File: config.mk
export PLATFORM = sky130hd
export DESIGN_NAME = hwmon_reading_converter
export DESIGN_NICKNAME = d
export VERILOG_FILES = /design/src/hrc_pkg.sv /design/src/hwmon_reading_converter.sv /design/src/hrc_div.sv
export SDC_FILE = /design/constraint.sdc
export NUM_CORES = 1
export LEC_CHECK = 0
export BUFFER_PORTS_ARGS = -buffer_cell sky130_fd_sc_hd__buf_2
export CORE_MARGIN = 4
export CORE_UTILIZATION = 60
export DETAILED_ROUTE_END_ITERATION = 6
export PLACE_DENSITY = 0.77
export SYNTH_ARGS = -nofsm -noshare
export SYNTH_HDL_FRONTEND = slang
export SYNTH_SLANG_ARGS = --single-unit
File: constraint.sdc
create_clock -name clk -period 12.4 [get_ports clk]
set_input_delay 1.24 -clock clk [delete_from_list [all_inputs] [get_ports clk]]
set_output_delay 1.24 -clock clk [all_outputs]
set_load 0.01 [all_outputs]
File: src/hrc_pkg.sv
// types, constants and the divider step shared by the reading converter
`default_nettype none

package hrc_pkg;

  typedef enum logic [1:0] {
    KIND_VOLT = 2'd0,
    KIND_TEMP = 2'd1,
    KIND_FAN  = 2'd2,
    KIND_NONE = 2'd3
  } kind_t;

  typedef enum logic [1:0] {
    REG_VOLT_EN     = 2'd0,
    REG_TEMP_CTL_LO = 2'd1,
    REG_TEMP_CTL_HI = 2'd2,
    REG_FAN_EN      = 2'd3
  } reg_index_t;

  localparam int unsigned READING_W     = 30;
  localparam int unsigned COUNT_W       = 12;
  localparam int unsigned QUOT_W        = 20;
  localparam int unsigned DIV_STEP_BITS = 4;
  localparam int unsigned DIV_STAGES    = QUOT_W / DIV_STEP_BITS;

  // 1350000 / (2 * count) is exactly 675000 / count
  localparam logic [QUOT_W-1:0] FAN_DIVIDEND = 20'd675000;

  // what travels beside the divisor through the divider
  typedef struct packed {
    logic                 is_fan;
    logic                 ok;
    logic [READING_W-1:0] value;
  } side_t;

  typedef struct packed {
    logic [COUNT_W-1:0]       rem;
    logic [DIV_STEP_BITS-1:0] q;
  } div_step_t;

  // restoring division over DIV_STEP_BITS quotient bits
  function automatic div_step_t div_step(input logic [COUNT_W-1:0] rem_in,
                                         input logic [COUNT_W-1:0] divisor,
                                         input logic [DIV_STEP_BITS-1:0] num);
    logic [COUNT_W:0]   trial;
    logic [COUNT_W-1:0] r;
    div_step_t          res;
    r     = rem_in;
    res.q = '0;
    for (int i = DIV_STEP_BITS - 1; i >= 0; i--) begin
      trial = {r, num[i]};
      if (trial >= {1'b0, divisor}) begin
        trial    = trial - {1'b0, divisor};
        res.q[i] = 1'b1;
      end
      r = trial[COUNT_W-1:0];
    end
    res.rem = r;
    return res;
  endfunction

endpackage

`default_nettype wire

File: src/hwmon_reading_converter.sv
// hardware-monitor reading converter: raw sensor bytes to scaled readings
//
// Readings arrive on the s_ stream: s_tuser carries the sensor kind, s_tdata
// the channel and the two raw bytes. Each reading gives exactly one result on
// the m_ stream: m_tdata carries the signed 30-bit value (microvolts,
// micro-kelvin or rpm), m_tuser the valid flag. Disabled or out-of-range
// channels, kind 3, the temperature no-reading pattern and a zero fan count
// come out as value 0 with the flag clear.
// From input transfer to m_tvalid a reading passes one decode and scaling
// stage, five divider stages of four quotient bits each for the fan speed,
// and the output register. One reading is taken every cycle unless stalled.
// Every stage loads when empty or when its content moves on, so when the
// receiver stalls the pipeline fills up and s_tready falls only once all
// stages hold data; nothing is dropped or repeated.
// The cfg channel writes one of four enable registers by index and is always
// ready. Synchronous reset clears the enables and empties the pipeline.
`default_nettype none

module hwmon_reading_converter
  import hrc_pkg::*;
(
  input  logic        clk,
  input  logic        rst,
  input  logic        s_tvalid,
  output logic        s_tready,
  input  logic [23:0] s_tdata,   // channel[3:0], raw_high[11:4], raw_low[19:12], zero pad
  input  logic [1:0]  s_tuser,   // kind[1:0]
  output logic        m_tvalid,
  input  logic        m_tready,
  output logic [31:0] m_tdata,   // reading[29:0] signed, zero pad
  output logic        m_tuser,   // reading_valid[0]
  input  logic        cfg_valid,
  output logic        cfg_ready,
  input  logic [1:0]  cfg_index,
  input  logic [14:0] cfg_data
);

  logic [14:0] volt_en;
  logic [7:0]  tctl_lo;
  logic [7:0]  tctl_hi;
  logic [13:0] fan_en;

  assign cfg_ready = 1'b1;

  always_ff @(posedge clk) begin
    if (rst) begin
      volt_en <= '0;
      tctl_lo <= '0;
      tctl_hi <= '0;
      fan_en  <= '0;
    end else if (cfg_valid) begin
      unique case (reg_index_t'(cfg_index))
        REG_VOLT_EN:     volt_en <= cfg_data;
        REG_TEMP_CTL_LO: tctl_lo <= cfg_data[7:0];
        REG_TEMP_CTL_HI: tctl_hi <= cfg_data[7:0];
        REG_FAN_EN:      fan_en  <= cfg_data[13:0];
      endcase
    end
  end

  // input fields
  logic [3:0] channel;
  logic [7:0] raw_high;
  logic [7:0] raw_low;

  assign channel  = s_tdata[3:0];
  assign raw_high = s_tdata[11:4];
  assign raw_low  = s_tdata[19:12];

  // enables widened so that out-of-range channels read as disabled
  logic [15:0] volt_en_ext;
  logic [15:0] fan_en_ext;
  logic [7:0]  temp_en;

  assign volt_en_ext = {1'b0, volt_en};
  assign fan_en_ext  = {2'b0, fan_en};
  assign temp_en     = {2'b0, tctl_hi[6], tctl_hi[4], tctl_hi[2], tctl_hi[0],
                        tctl_lo[2], tctl_lo[0]};

  logic [10:0]          volt_code;
  logic [23:0]          volt_prod;
  logic [READING_W-1:0] volt_value;
  logic [1:0]           temp_q;
  logic [READING_W-1:0] temp_value;
  logic                 temp_none;
  logic [COUNT_W-1:0]   fan_count;
  side_t                a_side_next;

  // main byte shifted up by three, bit 2 stays clear
  assign volt_code  = {raw_high, 1'b0, raw_low[7:6]};
  assign volt_prod  = {13'b0, volt_code} * ((channel >= 4'd12) ? 24'd6000 : 24'd2000);
  assign volt_value = 30'd10000000 - {6'b0, volt_prod};

  // signed whole degrees plus quarters, all modulo the reading width
  assign temp_q     = raw_low[7:6];
  assign temp_value = ({{(READING_W-8){raw_high[7]}}, raw_high} * 30'd1000000)
                    + ({28'b0, temp_q} * 30'd250000) + 30'd273150000;
  assign temp_none  = (raw_high == 8'h80) && (temp_q == 2'd0);

  assign fan_count = {raw_high, raw_low[7:4]};

  always_comb begin
    a_side_next = '0;
    unique case (kind_t'(s_tuser))
      KIND_VOLT: begin
        if (volt_en_ext[channel]) begin
          a_side_next.ok    = 1'b1;
          a_side_next.value = volt_value;
        end
      end
      KIND_TEMP: begin
        if (!channel[3] && temp_en[channel[2:0]] && !temp_none) begin
          a_side_next.ok    = 1'b1;
          a_side_next.value = temp_value;
        end
      end
      KIND_FAN: begin
        a_side_next.is_fan = 1'b1;
        a_side_next.ok     = fan_en_ext[channel] && (fan_count != '0);
      end
      default: a_side_next = '0;
    endcase
  end

  // decode and scaling stage
  logic               a_valid;
  side_t              a_side;
  logic [COUNT_W-1:0] a_count;
  logic               div_in_ready;
  logic               a_ready;

  assign a_ready  = !a_valid || div_in_ready;
  assign s_tready = a_ready;

  always_ff @(posedge clk) begin
    if (rst) begin
      a_valid <= 1'b0;
    end else if (a_ready) begin
      a_valid <= s_tvalid;
    end
  end

  always_ff @(posedge clk) begin
    if (a_ready && s_tvalid) begin
      a_side  <= a_side_next;
      a_count <= fan_count;
    end
  end

  logic              div_out_valid;
  logic              div_out_ready;
  logic [QUOT_W-1:0] div_quot;
  side_t             div_side;

  hrc_div u_div (
    .clk        (clk),
    .rst        (rst),
    .in_valid   (a_valid),
    .in_ready   (div_in_ready),
    .in_divisor (a_count),
    .in_side    (a_side),
    .out_valid  (div_out_valid),
    .out_ready  (div_out_ready),
    .out_quot   (div_quot),
    .out_side   (div_side)
  );

  // output register
  logic [READING_W-1:0] reading;

  always_comb begin
    if (!div_side.ok) begin
      reading = '0;
    end else if (div_side.is_fan) begin
      reading = {{(READING_W-QUOT_W){1'b0}}, div_quot};
    end else begin
      reading = div_side.value;
    end
  end

  assign div_out_ready = !m_tvalid || m_tready;

  always_ff @(posedge clk) begin
    if (rst) begin
      m_tvalid <= 1'b0;
    end else if (div_out_ready) begin
      m_tvalid <= div_out_valid;
    end
  end

  always_ff @(posedge clk) begin
    if (div_out_ready && div_out_valid) begin
      m_tdata <= {2'b0, reading};
      m_tuser <= div_side.ok;
    end
  end

endmodule

`default_nettype wire

File: src/hrc_div.sv
// pipelined constant-over-count divider, a few quotient bits per stage
`default_nettype none

module hrc_div
  import hrc_pkg::*;
(
  input  logic               clk,
  input  logic               rst,
  input  logic               in_valid,
  output logic               in_ready,
  input  logic [COUNT_W-1:0] in_divisor,
  input  side_t              in_side,
  output logic               out_valid,
  input  logic               out_ready,
  output logic [QUOT_W-1:0]  out_quot,
  output side_t              out_side
);

  logic [DIV_STAGES-1:0] v;
  logic [COUNT_W-1:0]    d    [DIV_STAGES];
  logic [COUNT_W-1:0]    rem  [DIV_STAGES];
  logic [QUOT_W-1:0]     q    [DIV_STAGES];
  side_t                 side [DIV_STAGES];

  // index 0 is the input, index k+1 is stage k
  logic [DIV_STAGES:0]   s_valid;
  logic [COUNT_W-1:0]    s_d    [DIV_STAGES+1];
  logic [COUNT_W-1:0]    s_rem  [DIV_STAGES+1];
  logic [QUOT_W-1:0]     s_q    [DIV_STAGES+1];
  side_t                 s_side [DIV_STAGES+1];
  logic [DIV_STAGES:0]   rdy;
  div_step_t             step   [DIV_STAGES];

  always_comb begin
    s_valid[0] = in_valid;
    s_d[0]     = in_divisor;
    s_rem[0]   = '0;
    s_q[0]     = '0;
    s_side[0]  = in_side;
    for (int k = 0; k < DIV_STAGES; k++) begin
      s_valid[k+1] = v[k];
      s_d[k+1]     = d[k];
      s_rem[k+1]   = rem[k];
      s_q[k+1]     = q[k];
      s_side[k+1]  = side[k];
    end
  end

  // a stage takes a new entry when empty or when its content moves on
  always_comb begin
    rdy[DIV_STAGES] = out_ready;
    for (int k = DIV_STAGES - 1; k >= 0; k--) begin
      rdy[k] = !v[k] || rdy[k+1];
    end
  end

  always_comb begin
    for (int k = 0; k < DIV_STAGES; k++) begin
      step[k] = div_step(s_rem[k], s_d[k],
                         FAN_DIVIDEND[QUOT_W-1-k*DIV_STEP_BITS -: DIV_STEP_BITS]);
    end
  end

  always_ff @(posedge clk) begin
    if (rst) begin
      v <= '0;
    end else begin
      for (int k = 0; k < DIV_STAGES; k++) begin
        if (rdy[k]) begin
          v[k] <= s_valid[k];
        end
      end
    end
  end

  always_ff @(posedge clk) begin
    for (int k = 0; k < DIV_STAGES; k++) begin
      if (rdy[k] && s_valid[k]) begin
        d[k]    <= s_d[k];
        rem[k]  <= step[k].rem;
        q[k]    <= s_q[k] |
                   (QUOT_W'(step[k].q) << (QUOT_W - (k + 1) * DIV_STEP_BITS));
        side[k] <= s_side[k];
      end
    end
  end

  assign in_ready  = rdy[0];
  assign out_valid = s_valid[DIV_STAGES];
  assign out_quot  = s_q[DIV_STAGES];
  assign out_side  = s_side[DIV_STAGES];

endmodule

`default_nettype wire

* Word level (Yosys, flattened, before mapping) *
Memories as Yosys holds them, arrays and structs flattened.
Index checks and enable logic that the tools add are counted.

word-level totals
  register bits after elaboration = 121
  memory bits (writable) = 380
  input port bits = 48
  output and inout bits = 36
  word-level logic and storage cells = 181
  memories = 4

operators by class
  $add $sub $neg = 23
  multiply operators = 3
  $lt $le $gt $ge = 23
  equal/unequal tests = 6
  muxes and demuxes = 63
  bitwise logic cells = 5
  reductions and logical operators = 36

memory list
  name        depth  width  rd ports  clocked after Yosys merged registers in  write ports  line           text
  u_div.side  5      32     5         0                                        5            hrc_div.sv:23  side_t side [DIV_STAGES];
  u_div.q     5      20     5         0                                        5            hrc_div.sv:22  logic [QUOT_W-1:0] q [DIV_STAGES];
  u_div.d     5      12     4         0                                        5            hrc_div.sv:20  logic [COUNT_W-1:0] d [DIV_STAGES];
  u_div.rem   5      12     4         0                                        5            hrc_div.sv:21  logic [COUNT_W-1:0] rem [DIV_STAGES];

operators by type and width
  operator                                              count
  >= comparator 13 x 12 -> 1 bit                        19
  2-to-1 mux 12 bit                                     20
  subtractor 12 bit                                     19
  2-to-1 mux 31 bit                                     2
  one-hot mux 30 bit (2 select lines)                   1
  2-to-1 mux 1 bit                                      34
  adder 30 x 20 -> 30 bit                               1
  adder 30 x 29 -> 30 bit (second input constant)       1
  multiplier 30 x 14 -> 24 bit (second input constant)  1
  subtractor 24 x 24 -> 25 bit (first input constant)   1
  multiplier 11 x 13 -> 24 bit                          1
  2-to-1 mux 20 bit                                     1
  OR 20 x 12 -> 20 bit                                  1
  OR 20 x 16 -> 20 bit                                  1
  OR 20 x 4 -> 20 bit                                   1
  OR 20 x 8 -> 20 bit                                   1
  multiplier 2 x 14 -> 16 bit (second input constant)   1
  2-to-1 mux 13 bit                                     1
  >= comparator 1 x 12 -> 1 bit (first input constant)  1
  nonzero test 12 bit                                   1
  subtractor 1 x 12 -> 12 bit (first input constant)    1
  logical AND 1 bit                                     11
  zero test 1 bit                                       9
  binary-select mux 1 bit (select 4 bit)                2
  13 further kinds                                      27

* Longest topological paths before layout *
Gate-level depths: netlist (run 1).

  word-level depth = 10
  depth in mapped cells = 52
  depth with buffers taken out = 48

* Cells and area by module *
Synthesis (run 1) repeated with hierarchy kept, for this count alone.

second synthesis, totals
  cell total of the unflattened synthesis = 3191
  area total of the unflattened synthesis = 32999.1 um2

modules (own cells, without submodules)
  module                   instances  cells an instance  area an instance (um2)  sequential area each (um2)
  hrc_div                  1          2067               22028.6                 9589.2
  hwmon_reading_converter  1          1124               10970.5                 2872.8

* Worst setup path before layout (run 1) *
No wires, ideal clock.

  kind = reg-to-reg
  from = mem u_div.d[2][1] (netlist: u_div.d[0][25])
  to = mem u_div.rem[3][4] (netlist: u_div.rem[0][40]) (data pin)
  library setup time = 0.260 ns
  arrival = 9.161 ns
  data required time = 12.140 ns
  slack = 2.978 ns
  stages on the path, launching flop included = 51
  buffers on the path = 4
  period minus slack after synthesis = 9.422 ns
  cells stage by stage = edfxtp_1 -> ha_1 -> fa_1 -> nand2b_1 -> a21oi_1 -> o21a_1 -> o31a_1 -> o21ai_1 -> and2_1 -> buf_2 -> inv_2 -> mux2_2 -> ha_1 -> o21ai_1 -> nand2b_1 -> a21oi_1 -> a21oi_1 -> a41oi_1 -> [... 15 more ...] -> buf_4 -> inv_4 -> and2_1 -> ha_1 -> inv_1 -> fa_1 -> a21o_1 -> a21oi_1 -> o21ai_0 -> a21oi_1 -> o21bai_1 -> a21oi_1 -> o21ai_0 -> or3_1 -> a21oi_1 -> mux2i_2 -> buf_6 -> mux2_4

RTL lines
  item         line
  from (decl)  hrc_div.sv:20
  to (decl)    hrc_div.sv:21

==> flow_summary.ini, run 1 <==
[global_route]
grt_pass1_vias = 22770
overflow = 0
grt_pass1_wl_mm = 113.6
grt_usage = 0.2431
grt_max_degree = 69
antenna_found_initial = 2

[yosys]
syn_inst = 3052
synth_area_per_cell_um2 = 10.31
ys_async_sr_fraction = 0
synth_edf_count = 367
synth_seq_cells = 409
yosys_warnings = 0
yosysSeqAreaShare = 0.3768
yosysUniqueCellTypes = 94
syn_area_um2 = 31480
yosys_most_used_dff = edfxtp_1

[clock_network]
cts_num_sinks = 409
clk_pin_slew_ns = 0.06
ctsResizeCount = 0
cts_tree = built
numCtsBuffers = 44
clock_latency_ns = 0.58
hold_buffers = 0
clk_path_buf_depth = 3
cts.htree.levels = 2
cts_root_buf = clkbuf_16
cts_setup_buffers = 0

[final_layout]
design_area_um2 = 33950
final_util = 0.6578
drive_above_1_share = 0.09148
nNetsFinal = 3641
stdcell_count = 3840
syn_to_final_growth_pct = 7.859

[min_path]
hold_start = u_div.side[0][75]$_DFFE_PP_
holdPathStages = 0
hp-class = flip-flop to flip-flop

[critical_path]
arrival_ns = 11.42
r2r-start = u_div.d[0][25]$_DFFE_PP_
critical_path_class = flip-flop to flip-flop
critPathCaptureType = flip-flop
critPathLaunchType = flip-flop
cp-startpoint = u_div.d[0][25]$_DFFE_PP_
crit_top_cell = a21oi_1
slowest_stage = mux2i_2
crit_path_max_incr_delay_ns = 0.87
required_ns = 12.73
path_max_fanout = 18
r2r_cells = 46

[floorplan]
start_util = 0.6099
dieHeight_um = 237.0
die_width_um = 237.0
dieArea_um2 = 56190
fp.coreArea_um2 = 51610
boundaryPins = 84
std_cell_rows = 83

[timing]
hold_violations = 0
fin_crit_ns = 11.09
finalCritPeriodShare = 0.8945
fmax_mhz = 90.15
finalSetupViolations = 0
slew_headroom = 0.2353
tightest_slew_ns = 1.125
fin_tns_setup_ns = 0
clock-skew-final_ns = 0.03051
slew_viol_final = 0
rsz0062_at_grt = no

[run_status]
status = completed

[drt]
via_per_inst = 5.927
firstDrtPassIters = 6
drc_errors = 0
drtIter0Drc = 1421
wl_per_cell_um = 18.05
wl_mm = 69.33
via_count = 22760
ant_nets = 0

[placement]
buffer_ports.inserted = 72
placed_cell_area_um2 = 32570
place.detailed.hpwl_mm = 53.96
routabilityCongestion = 0.9474
placed_cells = 3757

[flow_run]
drv_cap = 0
==> state kept, by name, summed over array words and instances, names as in the netlist <==
signal      count
a_count        12
a_side         28
a_valid         1
fan_en         14
m_tdata        30
m_tuser         1
m_tvalid        1
tctl_hi         4
tctl_lo         2
u_div.d        48
u_div.q        60
u_div.rem      48
u_div.side    140
u_div.v         5
volt_en        15
==> cells in the mapped netlist, types with 17 or more instances <==
| cell | n | area, µm² |
|---|---|---|
| a21o_1 | 62 | 465.5 |
| nor2b_1 | 74 | 462.9 |
| nor3_1 | 56 | 280.3 |
| and3_1 | 20 | 125.1 |
| a21boi_0 | 23 | 172.7 |
| edfxtp_1 | 367 | 11020 |
| ha_1 | 374 | 4679 |
| nand2b_1 | 38 | 237.7 |
| mux2_1 | 17 | 191.4 |
| clkbuf_1 | 38 | 142.6 |
| nand2_1 | 211 | 792.0 |
| nand3_1 | 48 | 240.2 |
| xnor2_1 | 110 | 963.4 |
| o211ai_1 | 21 | 157.7 |
| o21ai_0 | 130 | 650.6 |
| a211oi_1 | 23 | 172.7 |
| nor2_1 | 178 | 668.1 |
| mux2i_1 | 45 | 450.4 |
| dfxtp_1 | 42 | 840.8 |
| o21a_1 | 43 | 322.8 |
| a21oi_1 | 185 | 925.9 |
| nand4_1 | 34 | 212.7 |
| a31oi_1 | 17 | 106.4 |
| and2_1 | 30 | 187.7 |
| o31ai_1 | 30 | 225.2 |
| inv_1 | 353 | 1325 |
| or3_1 | 17 | 106.4 |
| fa_1 | 96 | 1922 |
| xor2_1 | 61 | 534.3 |
| mux2_2 | 67 | 754.5 |
| o21bai_1 | 21 | 157.7 |
==> routing by layer <==
layer	track usage	up-vias	wire length, µm
li1	-	11090	-
met1	0.3161	10900	30060
met4	0.08528	2	2346
met3	0.03401	168	3377
met5	0	-	19
met2	0.4183	600	33530
==> stage by stage <==
step	worst slack, ns	hold WS [ns]
2_1_floorplan	2.978	0.4003
3_3_place_gp	1.676	0.4006
3_5_place_dp	1.591	0.4045
4_1_cts	1.517	0.3885
5_1_grt	0.7026	0.4081
6_report	1.308	0.3952
==> cell families after synthesis <==
family                   count (synthesis)  synth area share
flip-flops                             409            0.3768
buffers and inverters                  425           0.05271
multiplexers                           154           0.05815
other                                    2         0.0002386
AND/OR/NAND/NOR                        751            0.1169
AO/OA/AOI/OAI                          670            0.1379
adder cells (fa/ha/maj)                470            0.2097
XOR/XNOR                               171           0.04758
==> layout make-up <==
class,instances,area (µm²)
multi-input cells,2219,18020
fillers,3876,17660
flip-flops and latches,409,11860
inverters,361,1358
clock buffers,55,1174
well taps,680,850.8
repair buffers,88,480.5
clock inverters,27,202.7
diodes,1,2.502
==> critical path, delay by kind of cell (launching register included) <==
family                     cells  cell delay, ns
adders and majority gates      6            1.84
and+or+nand+nor                9            1.77
AOI/OAI and AO/OA             23            3.87
buffers and inverters          4            0.73
DFF                            1            0.53
muxes                          4            2.10
==> worst paths after layout <==
check,to,slack [ns]
min,u_div.side[0][107]$_DFFE_PP_,0.40
max reg2reg,u_div.rem[0][39]$_DFFE_PP_,1.31
min reg2reg,u_div.side[0][107]$_DFFE_PP_,0.40
max,u_div.rem[0][39]$_DFFE_PP_,1.31
==> cells in the final DEF (no fill, tap or decap), types with 71 or more instances in the layout <==
master | synthesis | routed
ha_1 | 374 | 374
nor2b_1 | 74 | 71
edfxtp_1 | 367 | 367
fa_1 | 96 | 96
xnor2_1 | 110 | 110
o21ai_0 | 130 | 129
a21oi_1 | 185 | 185
inv_1 | 353 | 353
nor2_1 | 178 | 178
nand2_1 | 211 | 211
buf_2 | 13 | 72
Power of run 1 is not shown: default switching activity piles up to over one toggle a cycle in this logic, so the estimate is an artifact.
==> inputs of run 2 (changes only) <==
Settings changed: SKIP_CTS_REPAIR_TIMING set to 1.
Clock period 12.4 ns to 10.85 ns, I/O delays scaled along.
==> run 2 against run 1 <==
  * Clock-buffer cell count grew 4
  * Maximum frequency increased by 9.3%
  * Core utilization grew 0.41 points
  * Critical endpoint is now u_div.q[0][80]$_DFFE_PP_
  * Routed wire length is 2.1% higher
  * Critical path depth is 5 lower
  * Hold slack better by 0.012 ns
  * Cell count up 0.26%
==> flow_summary.ini, run 2 (synthesis results as in run 1) <==
[clock_network]
clk_pin_slew_ns = 0.06
cts_tree = built
cts_root_buf = clkbuf_16
clock_latency_ns = 0.57
cts.htree.levels = 2
clk_path_buf_depth = 3
cts_num_sinks = 409
numCtsBuffers = 43

[critical_path]
r2r_cells = 41
required_ns = 11.13
critPathBufInv = 2
path_max_fanout = 10
r2r-start = u_div.d[0][37]$_DFFE_PP_
critPathLaunchType = flip-flop
critPathCaptureType = flip-flop
worstReg2RegEnd = u_div.q[0][80]$_DFFE_PP_
slowest_stage = a2111oi_0
arrival_ns = 10.43
r2r_slack_ns = 0.70
crit_top_cell = a21oi_1
critical_path_class = flip-flop to flip-flop
critical-path-top-delay-family = compound AO/OA/AOI/OAI gates
crit_path_max_incr_delay_ns = 0.65

[timing]
clock-skew-final_ns = 0.01599
slew_headroom = 0.3427
tightest_slew_ns = 0.9839
slew_viol_final = 0
fmax_mhz = 98.52
finalSetupViolations = 0
hold_violations = 0
finalCritPeriodShare = 0.9355
fin_crit_ns = 10.15

[global_route]
grt_max_degree = 59
grt_pass1_wl_mm = 114.6
overflow = 0
antenna_found_initial = 1
grt_usage = 0.2460
grt_pass1_vias = 22960

[min_path]
hold_start = a_side[11]$_SDFFCE_PN0P_
hp-class = flip-flop to flip-flop
hold_end = u_div.side[0][11]$_DFFE_PP_
holdPathStages = 0

[floorplan]
die_width_um = 237.0
dieHeight_um = 237.0
std_cell_rows = 83
dieArea_um2 = 56190
start_util = 0.6099
boundaryPins = 84
fp.coreArea_um2 = 51610

[placement]
buffer_ports.inserted = 72
place.detailed.hpwl_mm = 54.43
routabilityCongestion = 0.9467
placed_cell_area_um2 = 32620

[run_status]
status = completed

[drt]
wl_mm = 70.75
wl_per_cell_um = 18.38
firstDrtPassIters = 6
drc_errors = 0
via_count = 22900
ant_nets = 0
via_per_inst = 5.949
drtIter0Drc = 1558

[flow_run]
drv_cap = 0

[final_layout]
final_cell_mix = 374 x ha_1, 367 x edfxtp_1, 353 x inv_1
largest_reg_flops = 140
reg_top3 = u_div.side: 140 flops, u_div.q: 60 flops
drive_above_1_share = 0.09691
top_register = u_div.side
nNetsFinal = 3651
design_area_um2 = 34160
layout_commonest_cell = ha_1
syn_to_final_growth_pct = 8.535
==> run 2: changes by cell type in the layout (fill, tap and decap cells not counted), moves of 3 or more <==
cell,change
clkinvlp_4,-3
clkinv_1,-5
bufinv_16,+4
clkinv_2,+3
buf_4,+10
clkbuf_1,+3
clkinv_4,-3
clkbuf_8,+3
==> run 2: routing by layer <==
layer  routed length (µm)  track usage  vias up  share of wire
met2                35040       0.4359      706           0.50
met4                 2031      0.07254        0          0.029
met5                    0            0        -              0
li1                     -            -    11120              -
met3                 3701      0.03238      151          0.052
met1                29980       0.3162    10930           0.42
==> run 2: worst max-delay path by stage <==
stage / start / end / slack [ns] / cells after the start
after floorplan: u_div.d[0][25]$_DFFE_PP_ / u_div.rem[0][40]$_DFFE_PP_ / 1.43 / 50
after global placement: u_div.d[0][25]$_DFFE_PP_ / u_div.rem[0][38]$_DFFE_PP_ / 0.41 / 46
after detailed placement: u_div.d[0][25]$_DFFE_PP_ / u_div.rem[0][47]$_DFFE_PP_ / 0.30 / 46
after CTS: u_div.d[0][25]$_DFFE_PP_ / u_div.rem[0][39]$_DFFE_PP_ / 0.22 / 46
after global routing: u_div.d[0][25]$_DFFE_PP_ / u_div.rem[0][41]$_DFFE_PP_ / -0.02 / 43
final: u_div.d[0][37]$_DFFE_PP_ / u_div.q[0][80]$_DFFE_PP_ / 0.70 / 41
==> run 2: cell type report <==
cell class | instances | area [µm²]
clock buffers | 59 | 1176
repair buffers | 98 | 555.5
multi-input cells | 2220 | 18100
well taps | 680 | 850.8
fillers | 3853 | 17450
clock inverters | 21 | 256.5
diodes | 2 | 5.005
inverters | 361 | 1360
flip-flops and latches | 409 | 11860
==> run 2: worst reg2reg max path: cells and delay by family (launching register included) <==
kind,cells,cell delay (ns)
flip-flops,1,0.46
multiplexers,1,0.37
AO/OA/AOI/OAI,27,5.87
buffers and inverters,2,0.31
AND/OR/NAND/NOR,6,1.36
adder cells (fa/ha/maj),5,1.50
==> run 2: through the flow <==
step | setup WS, ns | hold slack (ns) | setup TNS [ns] | std cells | util
CTS | 0.2239 | 0.4090 | 0 | 3843 | 0.6597
global placement | 0.4102 | 0.4007 | 0 | 3763 | 0.6319
floorplan | 1.428 | 0.4003 | 0 | 3053 | -
finish | 0.7000 | 0.4071 | 0 | 3850 | 0.6619
detailed placement | 0.2964 | 0.4045 | 0 | 3763 | 0.6319
global route | -0.02110 | 0.4108 | -0.1189 | 3848 | 0.6618
Power of run 2 is left out for the same reason.
